<file path="src/hw/rtl/edts_pkg.sv">
package edts_pkg;

  localparam int NUM_SLOTS = 16;
  localparam int IDX_W     = $clog2(NUM_SLOTS);
  localparam int CNT_W     = $clog2(NUM_SLOTS + 1);
  localparam int SLOT_W    = 4;
  localparam int TIME_W    = 48;
  localparam int REQ_W     = 2;

  localparam logic [TIME_W-1:0] DELAY_FLOOR = TIME_W'(1);

  typedef enum logic [REQ_W-1:0] {
    REQ_ARM    = 2'd0,
    REQ_CANCEL = 2'd1,
    REQ_EXPIRY = 2'd2,
    REQ_QUERY  = 2'd3
  } req_type_t;

endpackage

</file>
<file path="src/hw/rtl/edts_if.sv">
interface edts_req_if
  import edts_pkg::*;
();
  logic              valid;
  logic              ready;
  logic [REQ_W-1:0]  req_type;
  logic [SLOT_W-1:0] slot;
  logic [TIME_W-1:0] deadline;
  logic [TIME_W-1:0] now;

  modport source (output valid, req_type, slot, deadline, now, input ready);
  modport sink (input valid, req_type, slot, deadline, now, output ready);
endinterface

interface edts_rsp_if
  import edts_pkg::*;
();
  logic              valid;
  logic              ready;
  logic              fired_valid;
  logic [SLOT_W-1:0] fired_slot;
  logic              timer_armed;
  logic [TIME_W-1:0] next_delay;

  modport source (output valid, fired_valid, fired_slot, timer_armed, next_delay,
                  input ready);
  modport sink (input valid, fired_valid, fired_slot, timer_armed, next_delay,
                output ready);
endinterface

</file>
<file path="src/hw/rtl/edts_ram.sv">
module edts_ram #(
  parameter int DEPTH  = 16,
  parameter int WIDTH  = 48,
  parameter int ADDR_W = $clog2(DEPTH)
) (
  input  logic              clk,
  input  logic              we,
  input  logic [ADDR_W-1:0] waddr,
  input  logic [WIDTH-1:0]  wdata,
  input  logic [ADDR_W-1:0] raddr,
  output logic [WIDTH-1:0]  rdata
);

  logic [WIDTH-1:0] mem [DEPTH];

  always_ff @(posedge clk) begin
    if (we) begin
      mem[waddr] <= wdata;
    end
    rdata <= mem[raddr];
  end

endmodule

</file>
<file path="src/hw/rtl/earliest_deadline_timer_slots_core.sv">
// Earliest-deadline timer over sixteen slots. Each request (arm, cancel,
// timer expiry, or query for type three) gives exactly one response item
// carrying the fired slot, if any, and the delay to the earliest armed
// deadline (at least 1, or 0 with timer_armed low when nothing is armed).
// Deadlines sit in a single-port-write, registered-read RAM; armed marks are
// flops cleared by reset. From acceptance to the response item, a request
// sweeps the RAM one slot per cycle, lets the last read land, closes the
// sweep and forms the result. The sweep keeps the earliest and the second
// earliest armed deadline so an expiry needs a single sweep. A new request
// is taken no earlier than the cycle after the previous response has been
// accepted, so a request is never taken while another is in progress.
module earliest_deadline_timer_slots_core
  import edts_pkg::*;
(
  input  logic        clk,
  input  logic        rst,
  edts_req_if.sink    req,
  edts_rsp_if.source  rsp
);

  typedef enum logic [1:0] {
    ST_IDLE,
    ST_SCAN,
    ST_DONE
  } state_t;

  state_t              state;
  logic [NUM_SLOTS-1:0] armed;
  req_type_t           cur_req;
  logic [TIME_W-1:0]   cur_now;

  logic [CNT_W-1:0]    cnt;
  logic                cmp_vld;
  logic [IDX_W-1:0]    cmp_idx;
  logic                cmp_arm;

  logic                best_vld;
  logic [IDX_W-1:0]    best_idx;
  logic [TIME_W-1:0]   best_dl;
  logic                sec_vld;
  logic [TIME_W-1:0]   sec_dl;

  logic                ram_we;
  logic [IDX_W-1:0]    ram_waddr;
  logic [IDX_W-1:0]    ram_raddr;
  logic [TIME_W-1:0]   ram_rdata;

  logic                accept;
  logic                slot_ok;
  logic                is_expiry;
  logic                sel_vld;
  logic [TIME_W-1:0]   sel_dl;

  assign accept    = req.valid && req.ready;
  assign req.ready = (state == ST_IDLE) && !rsp.valid;
  assign slot_ok   = 32'(req.slot) < NUM_SLOTS;
  assign ram_we    = accept && (req_type_t'(req.req_type) == REQ_ARM) && slot_ok;
  assign ram_waddr = IDX_W'(req.slot);
  assign ram_raddr = cnt[IDX_W-1:0];
  assign is_expiry = (cur_req == REQ_EXPIRY);
  assign sel_vld   = is_expiry ? sec_vld : best_vld;
  assign sel_dl    = is_expiry ? sec_dl : best_dl;

  edts_ram #(
    .DEPTH (NUM_SLOTS),
    .WIDTH (TIME_W)
  ) u_ram (
    .clk   (clk),
    .we    (ram_we),
    .waddr (ram_waddr),
    .wdata (req.deadline),
    .raddr (ram_raddr),
    .rdata (ram_rdata)
  );

  always_ff @(posedge clk) begin
    if (rst) begin
      state     <= ST_IDLE;
      armed     <= '0;
      cnt       <= '0;
      cmp_vld   <= 1'b0;
      best_vld  <= 1'b0;
      sec_vld   <= 1'b0;
      rsp.valid <= 1'b0;
    end else begin
      if (rsp.valid && rsp.ready) begin
        rsp.valid <= 1'b0;
      end
      case (state)
        ST_IDLE: begin
          if (accept) begin
            cur_req  <= req_type_t'(req.req_type);
            cur_now  <= req.now;
            cnt      <= '0;
            cmp_vld  <= 1'b0;
            best_vld <= 1'b0;
            sec_vld  <= 1'b0;
            if (slot_ok) begin
              if (req_type_t'(req.req_type) == REQ_ARM) begin
                armed[IDX_W'(req.slot)] <= (req.deadline != '0);
              end else if (req_type_t'(req.req_type) == REQ_CANCEL) begin
                armed[IDX_W'(req.slot)] <= 1'b0;
              end
            end
            state <= ST_SCAN;
          end
        end
        ST_SCAN: begin
          if (cnt < CNT_W'(NUM_SLOTS)) begin
            cmp_idx <= cnt[IDX_W-1:0];
            cmp_arm <= armed[cnt[IDX_W-1:0]];
            cnt     <= cnt + CNT_W'(1);
            cmp_vld <= 1'b1;
          end else begin
            cmp_vld <= 1'b0;
          end
          if (cmp_vld && cmp_arm) begin
            if (!best_vld || ram_rdata < best_dl) begin
              best_vld <= 1'b1;
              best_idx <= cmp_idx;
              best_dl  <= ram_rdata;
              sec_vld  <= best_vld;
              sec_dl   <= best_dl;
            end else if (!sec_vld || ram_rdata < sec_dl) begin
              sec_vld <= 1'b1;
              sec_dl  <= ram_rdata;
            end
          end
          if (cnt == CNT_W'(NUM_SLOTS) && !cmp_vld) begin
            state <= ST_DONE;
          end
        end
        ST_DONE: begin
          if (is_expiry && best_vld) begin
            armed[best_idx] <= 1'b0;
          end
          rsp.fired_valid <= is_expiry && best_vld;
          rsp.fired_slot  <= (is_expiry && best_vld) ? SLOT_W'(best_idx) : '0;
          rsp.timer_armed <= sel_vld;
          if (!sel_vld) begin
            rsp.next_delay <= '0;
          end else if (sel_dl > cur_now) begin
            rsp.next_delay <= sel_dl - cur_now;
          end else begin
            rsp.next_delay <= DELAY_FLOOR;
          end
          rsp.valid <= 1'b1;
          state     <= ST_IDLE;
        end
        default: begin
          state <= ST_IDLE;
        end
      endcase
    end
  end

`ifndef NO_ASSERTIONS
  a_no_accept_while_busy: assert property (@(posedge clk) disable iff (rst)
    accept |=> (state == ST_SCAN) && !rsp.valid)
    else $error("item accepted while a response is pending");

  a_fired_slot_cleared: assert property (@(posedge clk) disable iff (rst)
    $rose(rsp.valid) && rsp.fired_valid |-> !armed[IDX_W'(rsp.fired_slot)])
    else $error("fired slot still armed");

  a_idle_delay_zero: assert property (@(posedge clk) disable iff (rst)
    rsp.valid && !rsp.timer_armed |-> rsp.next_delay == '0)
    else $error("nonzero delay with no slot armed");

  a_armed_delay_nonzero: assert property (@(posedge clk) disable iff (rst)
    rsp.valid && rsp.timer_armed |-> rsp.next_delay != '0)
    else $error("zero delay with a slot armed");
`endif

endmodule
</file>
<file path="src/flat_wrapper.sv">
// flat-port wrapper written by rule: the top's interface ports become plain ports
module earliest_deadline_timer_slots_core_flat import edts_pkg::*;
  (clk, rst, req_valid, req_req_type, req_slot, req_deadline, req_now, req_ready, rsp_valid, rsp_fired_valid, rsp_fired_slot, rsp_timer_armed, rsp_next_delay, rsp_ready);
  edts_req_if req_i ();
  edts_rsp_if rsp_i ();
  input  logic clk;
  input  logic rst;
  input wire logic [$bits(req_i.valid)-1:0] req_valid;
  input wire logic [$bits(req_i.req_type)-1:0] req_req_type;
  input wire logic [$bits(req_i.slot)-1:0] req_slot;
  input wire logic [$bits(req_i.deadline)-1:0] req_deadline;
  input wire logic [$bits(req_i.now)-1:0] req_now;
  output wire logic [$bits(req_i.ready)-1:0] req_ready;
  output wire logic [$bits(rsp_i.valid)-1:0] rsp_valid;
  output wire logic [$bits(rsp_i.fired_valid)-1:0] rsp_fired_valid;
  output wire logic [$bits(rsp_i.fired_slot)-1:0] rsp_fired_slot;
  output wire logic [$bits(rsp_i.timer_armed)-1:0] rsp_timer_armed;
  output wire logic [$bits(rsp_i.next_delay)-1:0] rsp_next_delay;
  input wire logic [$bits(rsp_i.ready)-1:0] rsp_ready;
  assign req_i.valid = req_valid;
  assign req_i.req_type = req_req_type;
  assign req_i.slot = req_slot;
  assign req_i.deadline = req_deadline;
  assign req_i.now = req_now;
  assign req_ready = req_i.ready;
  assign rsp_valid = rsp_i.valid;
  assign rsp_fired_valid = rsp_i.fired_valid;
  assign rsp_fired_slot = rsp_i.fired_slot;
  assign rsp_timer_armed = rsp_i.timer_armed;
  assign rsp_next_delay = rsp_i.next_delay;
  assign rsp_i.ready = rsp_ready;
  earliest_deadline_timer_slots_core u_core (.clk(clk), .rst(rst), .req(req_i), .rsp(rsp_i));
endmodule
</file>
<file path="config.mk">
export PLATFORM = sky130hd
export DESIGN_NAME = earliest_deadline_timer_slots_core_flat
export DESIGN_NICKNAME = d
export VERILOG_FILES = /design/src/hw/rtl/edts_pkg.sv /design/src/hw/rtl/edts_if.sv /design/src/hw/rtl/edts_ram.sv /design/src/hw/rtl/earliest_deadline_timer_slots_core.sv /design/src/flat_wrapper.sv
export SDC_FILE = /design/constraint.sdc
export NUM_CORES = 1
export LEC_CHECK = 0
export BUFFER_PORTS_ARGS = -buffer_cell sky130_fd_sc_hd__buf_2
export CAP_MARGIN = 20
export CORE_ASPECT_RATIO = 0.75
export CORE_MARGIN = 3
export CORE_UTILIZATION = 42
export CTS_CLUSTER_SIZE = 40
export DETAILED_ROUTE_END_ITERATION = 8
export PLACE_DENSITY = 0.63
export SLEW_MARGIN = 0
export SYNTH_ARGS = -nofsm -noshare
export SYNTH_HDL_FRONTEND = slang
export SYNTH_HIERARCHICAL = 1
export SYNTH_SLANG_ARGS = --single-unit
</file>
<file path="constraint.sdc">
create_clock -name clk -period 10.5 [get_ports clk]
set_clock_uncertainty 0.2 [all_clocks]
set_input_delay 0.525 -clock clk [delete_from_list [all_inputs] [get_ports clk]]
set_output_delay 0.525 -clock clk [all_outputs]
set_load 0.03 [all_outputs]
</file>
# --- After elaboration in Yosys (flattened, before gate mapping) ---
# Memory sizes are Yosys's and may differ from the RTL's. A register that Yosys moved wholly into a read port is not among the register bits.
# Index checks and enable logic that the tools add are counted.
totals:
  regBits: 236
  ram_bits: 768
  inputBits: 106
  out_inout_bits: 56
  wordCells: 120
  memories: 1
mem_list:
  columns: ["name", "depth", "width", "read_ports", "rd_ports_with_merged_regs", "write_ports", "line", "text"]
  rows:
  - ["u_core.u_ram.mem", 16, 48, 1, 1, 1, "edts_ram.sv:14", "logic [WIDTH-1:0] mem [DEPTH];"]
op_classes:
  add_sub_neg: 2
  order_cmp: 9
  n_eq_ne: 13
  mux: 37
  n_bitwise: 5
  n_reduce_logical: 34
ops:
  columns: ["operator", "count"]
  rows:
  - ["48-bit two-way mux", 3]
  - ["48-bit less-than comparator", 2]
  - ["16-bit two-way mux", 4]
  - ["48-bit > comparator", 1]
  - ["48-bit nonzero test", 1]
  - ["48-bit subtractor", 1]
  - ["16-bit AND", 2]
  - ["16-bit inverter", 2]
  - ["16-bit case mux with 2 select lines", 1]
  - ["4-bit AND reduction", 5]
  - ["16-bit bitwise mux", 1]
  - ["1-bit two-way mux", 16]
  - ["4-bit by 5-bit less-than comparator with 1-bit output (second input constant)", 3]
  - ["2-bit by 1-bit inequality test with 1-bit output (second input constant)", 6]
  - ["5-bit two-way mux", 2]
  - ["5-bit case mux with 2 select lines", 1]
  - ["1-bit logical AND", 9]
  - ["3-bit AND reduction", 3]
  - ["1-bit demux with 4-bit select", 2]
  - ["4-bit by 1-bit greater-or-equal comparator with 1-bit output (second input constant)", 2]
  - ["2-bit AND reduction", 4]
  - ["2-bit nonzero test", 4]
  - ["1-bit case mux with 2 select lines", 3]
  - ["5-bit by 1-bit adder with 5-bit output (second input constant)", 1]
  - ["13 further kinds", 21]

# --- Logic depth before layout (Yosys ltp) ---
depth:
  depth_word: 10
  ltp_mapped: 18
  mapped_depth_nobuf: 14

# --- Cells and area by module ---
# The synthesis kept the hierarchy.
modules_own_cells:
  columns: ["mod", "n_inst", "cells_each", "area_each_um2", "seq_area_each_um2"]
  rows:
  - ["edts_ram", 1, 1242, 29691.0, 24023.0]
  - ["earliest_deadline_timer_slots_core", 1, 1419, 14559.0, 6816.5]

# --- Worst setup path before layout ---
# OpenSTA, ideal clock, no wires.
synth_timing:
  path_kind: "flip-flop to flip-flop"
  from: "register u_core.rsp.valid"
  to: "memory u_core.u_ram.mem[0][0], enable pin"
  arrival_ns: 5.623
  path_slack_ns: 4.163
  stages_incl_launch_ff: 6
  path_buffers: 0
  period_less_slack_ns: 6.337
  path_cell_list: "dfxtp_1 -> nor3_1 -> nand2_1 -> nor3_1 -> or3b_2 -> nor3_1"
synth_between:
  elab_chain_len: 6
synth_rtl:
  columns: ["element", "line", "text"]
  rows:
  - ["start, declared", "edts_if.sv:25", "modport source (output valid, fired_valid, fired_slot, timer_armed, next_delay,"]
  - ["start signal, assigned", "earliest_deadline_timer_slots_core.sv:84", "rsp.valid <= 1'b0;"]
  - ["start signal, assigned", "earliest_deadline_timer_slots_core.sv:87", "rsp.valid <= 1'b0;"]
  - ["start signal, assigned", "earliest_deadline_timer_slots_core.sv:147", "rsp.valid <= 1'b1;"]
  - ["1-bit logical NOT", "earliest_deadline_timer_slots_core.sv:55", "assign req.ready = (state == ST_IDLE) && !rsp.valid;"]
  - ["1-bit logical AND", "earliest_deadline_timer_slots_core.sv:55", null]
  - ["named net req_ready", "flat_wrapper.sv:13", "output wire logic [$bits(req_i.ready)-1:0] req_ready;"]
  - ["1-bit logical AND", "earliest_deadline_timer_slots_core.sv:54", "assign accept = req.valid && req.ready;"]
  - ["1-bit logical AND", "earliest_deadline_timer_slots_core.sv:57", "assign ram_we = accept && (req_type_t'(req.req_type) == REQ_ARM) && slot_ok;"]
  - ["named net u_core.ram_we", "earliest_deadline_timer_slots_core.sv:43", "logic ram_we;"]
  - ["1-bit two-way mux", "edts_ram.sv:17", "if (we) begin"]
  - ["1-bit two-way mux (implied by the code)", "edts_ram.sv:18", "mem[waddr] <= wdata;"]
  - ["end, declared", "edts_ram.sv:14", null]
# The timed path passes the listed nets, and every way through them passes these cells.

# --- Worst setup path after layout ---
layout_timing:
  from: "register u_core.cur_req[0]"
  to: "register u_core.rsp.next_delay[21] (data pin)"
layout_between:
  elab_chain_len: 4
  elab_cells_between_ends: 6
layout_rtl:
  columns: ["element", "line", "text"]
  rows:
  - ["start, declared", "earliest_deadline_timer_slots_core.sv:29", "req_type_t cur_req;"]
  - ["start signal, assigned", "earliest_deadline_timer_slots_core.sv:92", "cur_req <= req_type_t'(req.req_type);"]
  - ["2-bit equality test *", "earliest_deadline_timer_slots_core.sv:60", "assign is_expiry = (cur_req == REQ_EXPIRY);"]
  - ["48-bit two-way mux", "earliest_deadline_timer_slots_core.sv:62", "assign sel_dl = is_expiry ? sec_dl : best_dl;"]
  - ["48-bit > comparator", "earliest_deadline_timer_slots_core.sv:142", "end else if (sel_dl > cur_now) begin"]
  - ["2-bit AND reduction (no source line)", null, null]
  - ["end signal, assigned", "earliest_deadline_timer_slots_core.sv:143", "rsp.next_delay <= sel_dl - cur_now;"]
  - ["end, declared", "edts_if.sv:25", null]
# Mark *: on every way between the ends. The rest lies on a longest branch, timed or not.
# A chain may end at the register's enable or synchronous reset.

==> metrics <==
status finished clean; CP arrival 5.53 ns; largest net degree at the start of global routing 66; Starting Density 42.6%; # setup viols final 0; starting DRC count in detailed routing 2,157; number of gates resized after cts 0; Post-Synth Simple-Gate Area 4.71%; Static Leak 17.5 nW; EDFF count, synth 977; top_reg_cell synth edfxtp_1; maximum vdd drop 0.000116 V; Cell variety after synth 69; min-delay worst type in -> reg; synthesized flop and latch total 1,052; warnings from Yosys 6; Post-Synthesis Cells 2,661; Critical Path RT 10.68 ns; first-pass GRT wire length 161 mm; Remaining Overflow, GRT 0; Final Util 49.1%; Ports 162; Fmax 187 MHz; crit path capture type flip-flop; vias in the first global route 25,200; final wirelength 107 mm; Die Y 287 µm; Final min period 5.35 ns; synth-to-layout area growth 15.2%; fraction of synthesized area in multiplexers 11.3%; core area 104,000 µm²; PortBufs 161; Bufs on Longest Clock Path 3; Synth Area in Compound Gates 6.92%; count of hold-fix buffers inserted at cts 95; final-stage net count 3,199; total vias in the final route 24,600; worst setup margin 5.15 ns; part of the cycle the worst path needs 50.9%; Crit-path slowest cell nor2b_4; Total GRT Usage 19.6%; Routed Antenna Nets 0; Post-Syn Area 44,200 µm²; DRC viols 0; critical path's top delay family compound AO/OA/AOI/OAI gates; Least-Margin Pin Slew 1.06 ns; Placer Congestion 0.855; Die Area 109,000 µm²; TritonCTS clock tree built; Max-Cap Viols 0; final slew viol count 0; clock-pin slew on the worst setup and hold paths 0.06 ns; most common cell after layout, fill and taps aside edfxtp_1; power per cell area 170 nW/µm²; cell breakdown of the critical path nor2b_4 -> buf_4 -> mux2i_1 -> ha_1 -> inv_1 -> fa_1 -> a21o_1 -> a311o_1 -> a2111oi_4 -> o31ai_2 -> a21o_2 -> a21oi_2 -> a31oi_4 -> nand2_4 -> nor2_1; Post-Synth XOR/XNOR Area 0.812%; TNS Setup 0 ns; Worst Path Max Fanout 65; syn avg cell area 16.6 µm²; final count of hold timing violations 0; RSZ-0062 raised after global routing false; htree depth 3; CTS buffer count 98; synthesized net count 2,912; internal reg-to-reg setup slack 5.15 ns; CP Buf/Inv Count 2; drt first pass iters 7; relative slew slack 29.0%; Place WS 5.15 ns; Via density 5.55; Setup Buffers After CTS 0; share of cells above drive strength 1 20.8%; slowest stage delay, CP 0.60 ns; overall power 0.00867 W; Cell Rows 102; share of the yosys chip area belonging to registers 69.7%; Post-synth ARST share 0%; most frequent cells in the layout edfxtp_1 (977), mux4_2 (197), nand2_1 (170); post-DP HPWL 64.5 mm; die width 381 µm; Skew-Pair Late Insertion Delay 0.70 ns; CTS Root Cell clkbuf_16; Wirelength per Cell 24.2 µm; antenna violations before repair 6; Sink Count 1,052; WS Path Type reg -> reg; main combinational cell family by area after synthesis multiplexers; Setup crit start kind flip-flop; Post-Synth Adder-Cell Area 4.12%
## cell families after synthesis
group	Yosys count
flip-flops	1052
AO/OA/AOI/OAI	468
AND/OR/NAND/NOR	447
buffers and inverters	261
multiplexers	247
adder cells (fa/ha/maj)	145
XOR/XNOR	41
## report_power, final
part	switching, W	internal [W]
logic	0.000275	0.000205
registers	0.0000285	0.00460
clock network	0.00155	0.00201
## Yosys cell counts (11+ instances only)
master | n | share of area [%]
and3_1 | 13 | 0.18
mux4_2 | 197 | 10
nand2_1 | 170 | 1.4
a32oi_1 | 11 | 0.22
o21a_1 | 14 | 0.24
nor4_1 | 16 | 0.23
inv_1 | 155 | 1.3
nor3_1 | 27 | 0.31
clkbuf_1 | 55 | 0.47
buf_1 | 19 | 0.16
xor2_1 | 18 | 0.36
xnor2_1 | 23 | 0.46
dfxtp_1 | 75 | 3.4
nand4_1 | 35 | 0.49
nand2b_1 | 17 | 0.24
a21oi_1 | 109 | 1.2
edfxtp_1 | 977 | 66
buf_4 | 18 | 0.31
mux2_2 | 48 | 1.2
o21ai_0 | 107 | 1.2
nor2b_1 | 24 | 0.34
a21o_1 | 58 | 0.98
nor2_1 | 111 | 0.94
a22oi_1 | 105 | 1.8
ha_1 | 144 | 4.1
## path summary, 6_finish.rpt
kind | from | end | cells past startpoint
min reg2reg | u_core/cmp_idx[1]$_DFFE_PP_ | u_core/best_idx[1]$_DFFE_PP_ | 0
min | req_deadline[13] | u_core/u_ram/mem[5][13]$_DFFE_PP_ | 1
max | u_core/cur_req[0]$_DFFE_PP_ | u_core/rsp.next_delay[21]$_SDFFCE_PN0P_ | 15
max reg2reg | u_core/cur_req[0]$_DFFE_PP_ | u_core/rsp.next_delay[21]$_SDFFCE_PN0P_ | 15
## worst reg2reg max path: stages, from the launching register on
cell and delay (ns):
edfxtp_1 0.42, nor2b_4 0.60, buf_4 0.59, mux2i_1 0.31, ha_1 0.19, inv_1 0.05
fa_1 0.40, a21o_1 0.23, a311o_1 0.40, a2111oi_4 0.37, o31ai_2 0.11, a21o_2 0.24
a21oi_2 0.26, a31oi_4 0.15, nand2_4 0.41, nor2_1 0.13
## metrics by stage
| stage | hold slack (ns) | cells | instance area, µm² |
|---|---|---|---|
| after CTS | 0.000141 | 4434 | 50900 |
| after global routing | 0.0109 | 4436 | 51000 |
| after global placement | 0.205 | 4154 | 46700 |
| final | 0.0433 | 4438 | 51000 |
| after detailed placement | 0.205 | 4156 | 46700 |
| after floorplan | 0.200 | 2661 | 44200 |
## sequential cells by signal, summed over array words and instances (netlist names)
register,count
u_core/cur_req,2
u_core/cur_now,48
u_core/rsp.timer_armed,1
u_core/best_vld,1
u_core/cmp_vld,1
u_core/state,2
u_core/cnt,5
u_core/best_dl,48
u_core/sec_vld,1
u_core/u_ram/rdata,48
u_core/rsp.next_delay,48
u_core/best_idx,4
u_core/rsp.fired_slot,4
u_core/cmp_arm,1
u_core/rsp.valid,1
u_core/rsp.fired_valid,1
u_core/cmp_idx,4
u_core/armed,16
u_core/u_ram/mem,768
u_core/sec_dl,48
## cell type report
cell class / instances / area (µm²)
flip-flops and latches: 1052 / 30800
clock buffers: 122 / 2630
multi-input cells: 1348 / 12500
clock inverters: 61 / 613
well taps: 1404 / 1760
fillers: 8708 / 52900
inverters: 155 / 582
diodes: 3 / 7.51
repair buffers: 293 / 2050
## per-layer routing
layer / share of wire [%] / routed length, µm / track usage (%)
met1: 45 / 48700 / 28.7
met2: 46 / 49400 / 30.5
met3: 7.1 / 7570 / 4.22
met4: 1.6 / 1740 / 3.74
met5: 0 / 0 / 0
Power figures use the tool's default switching activity.
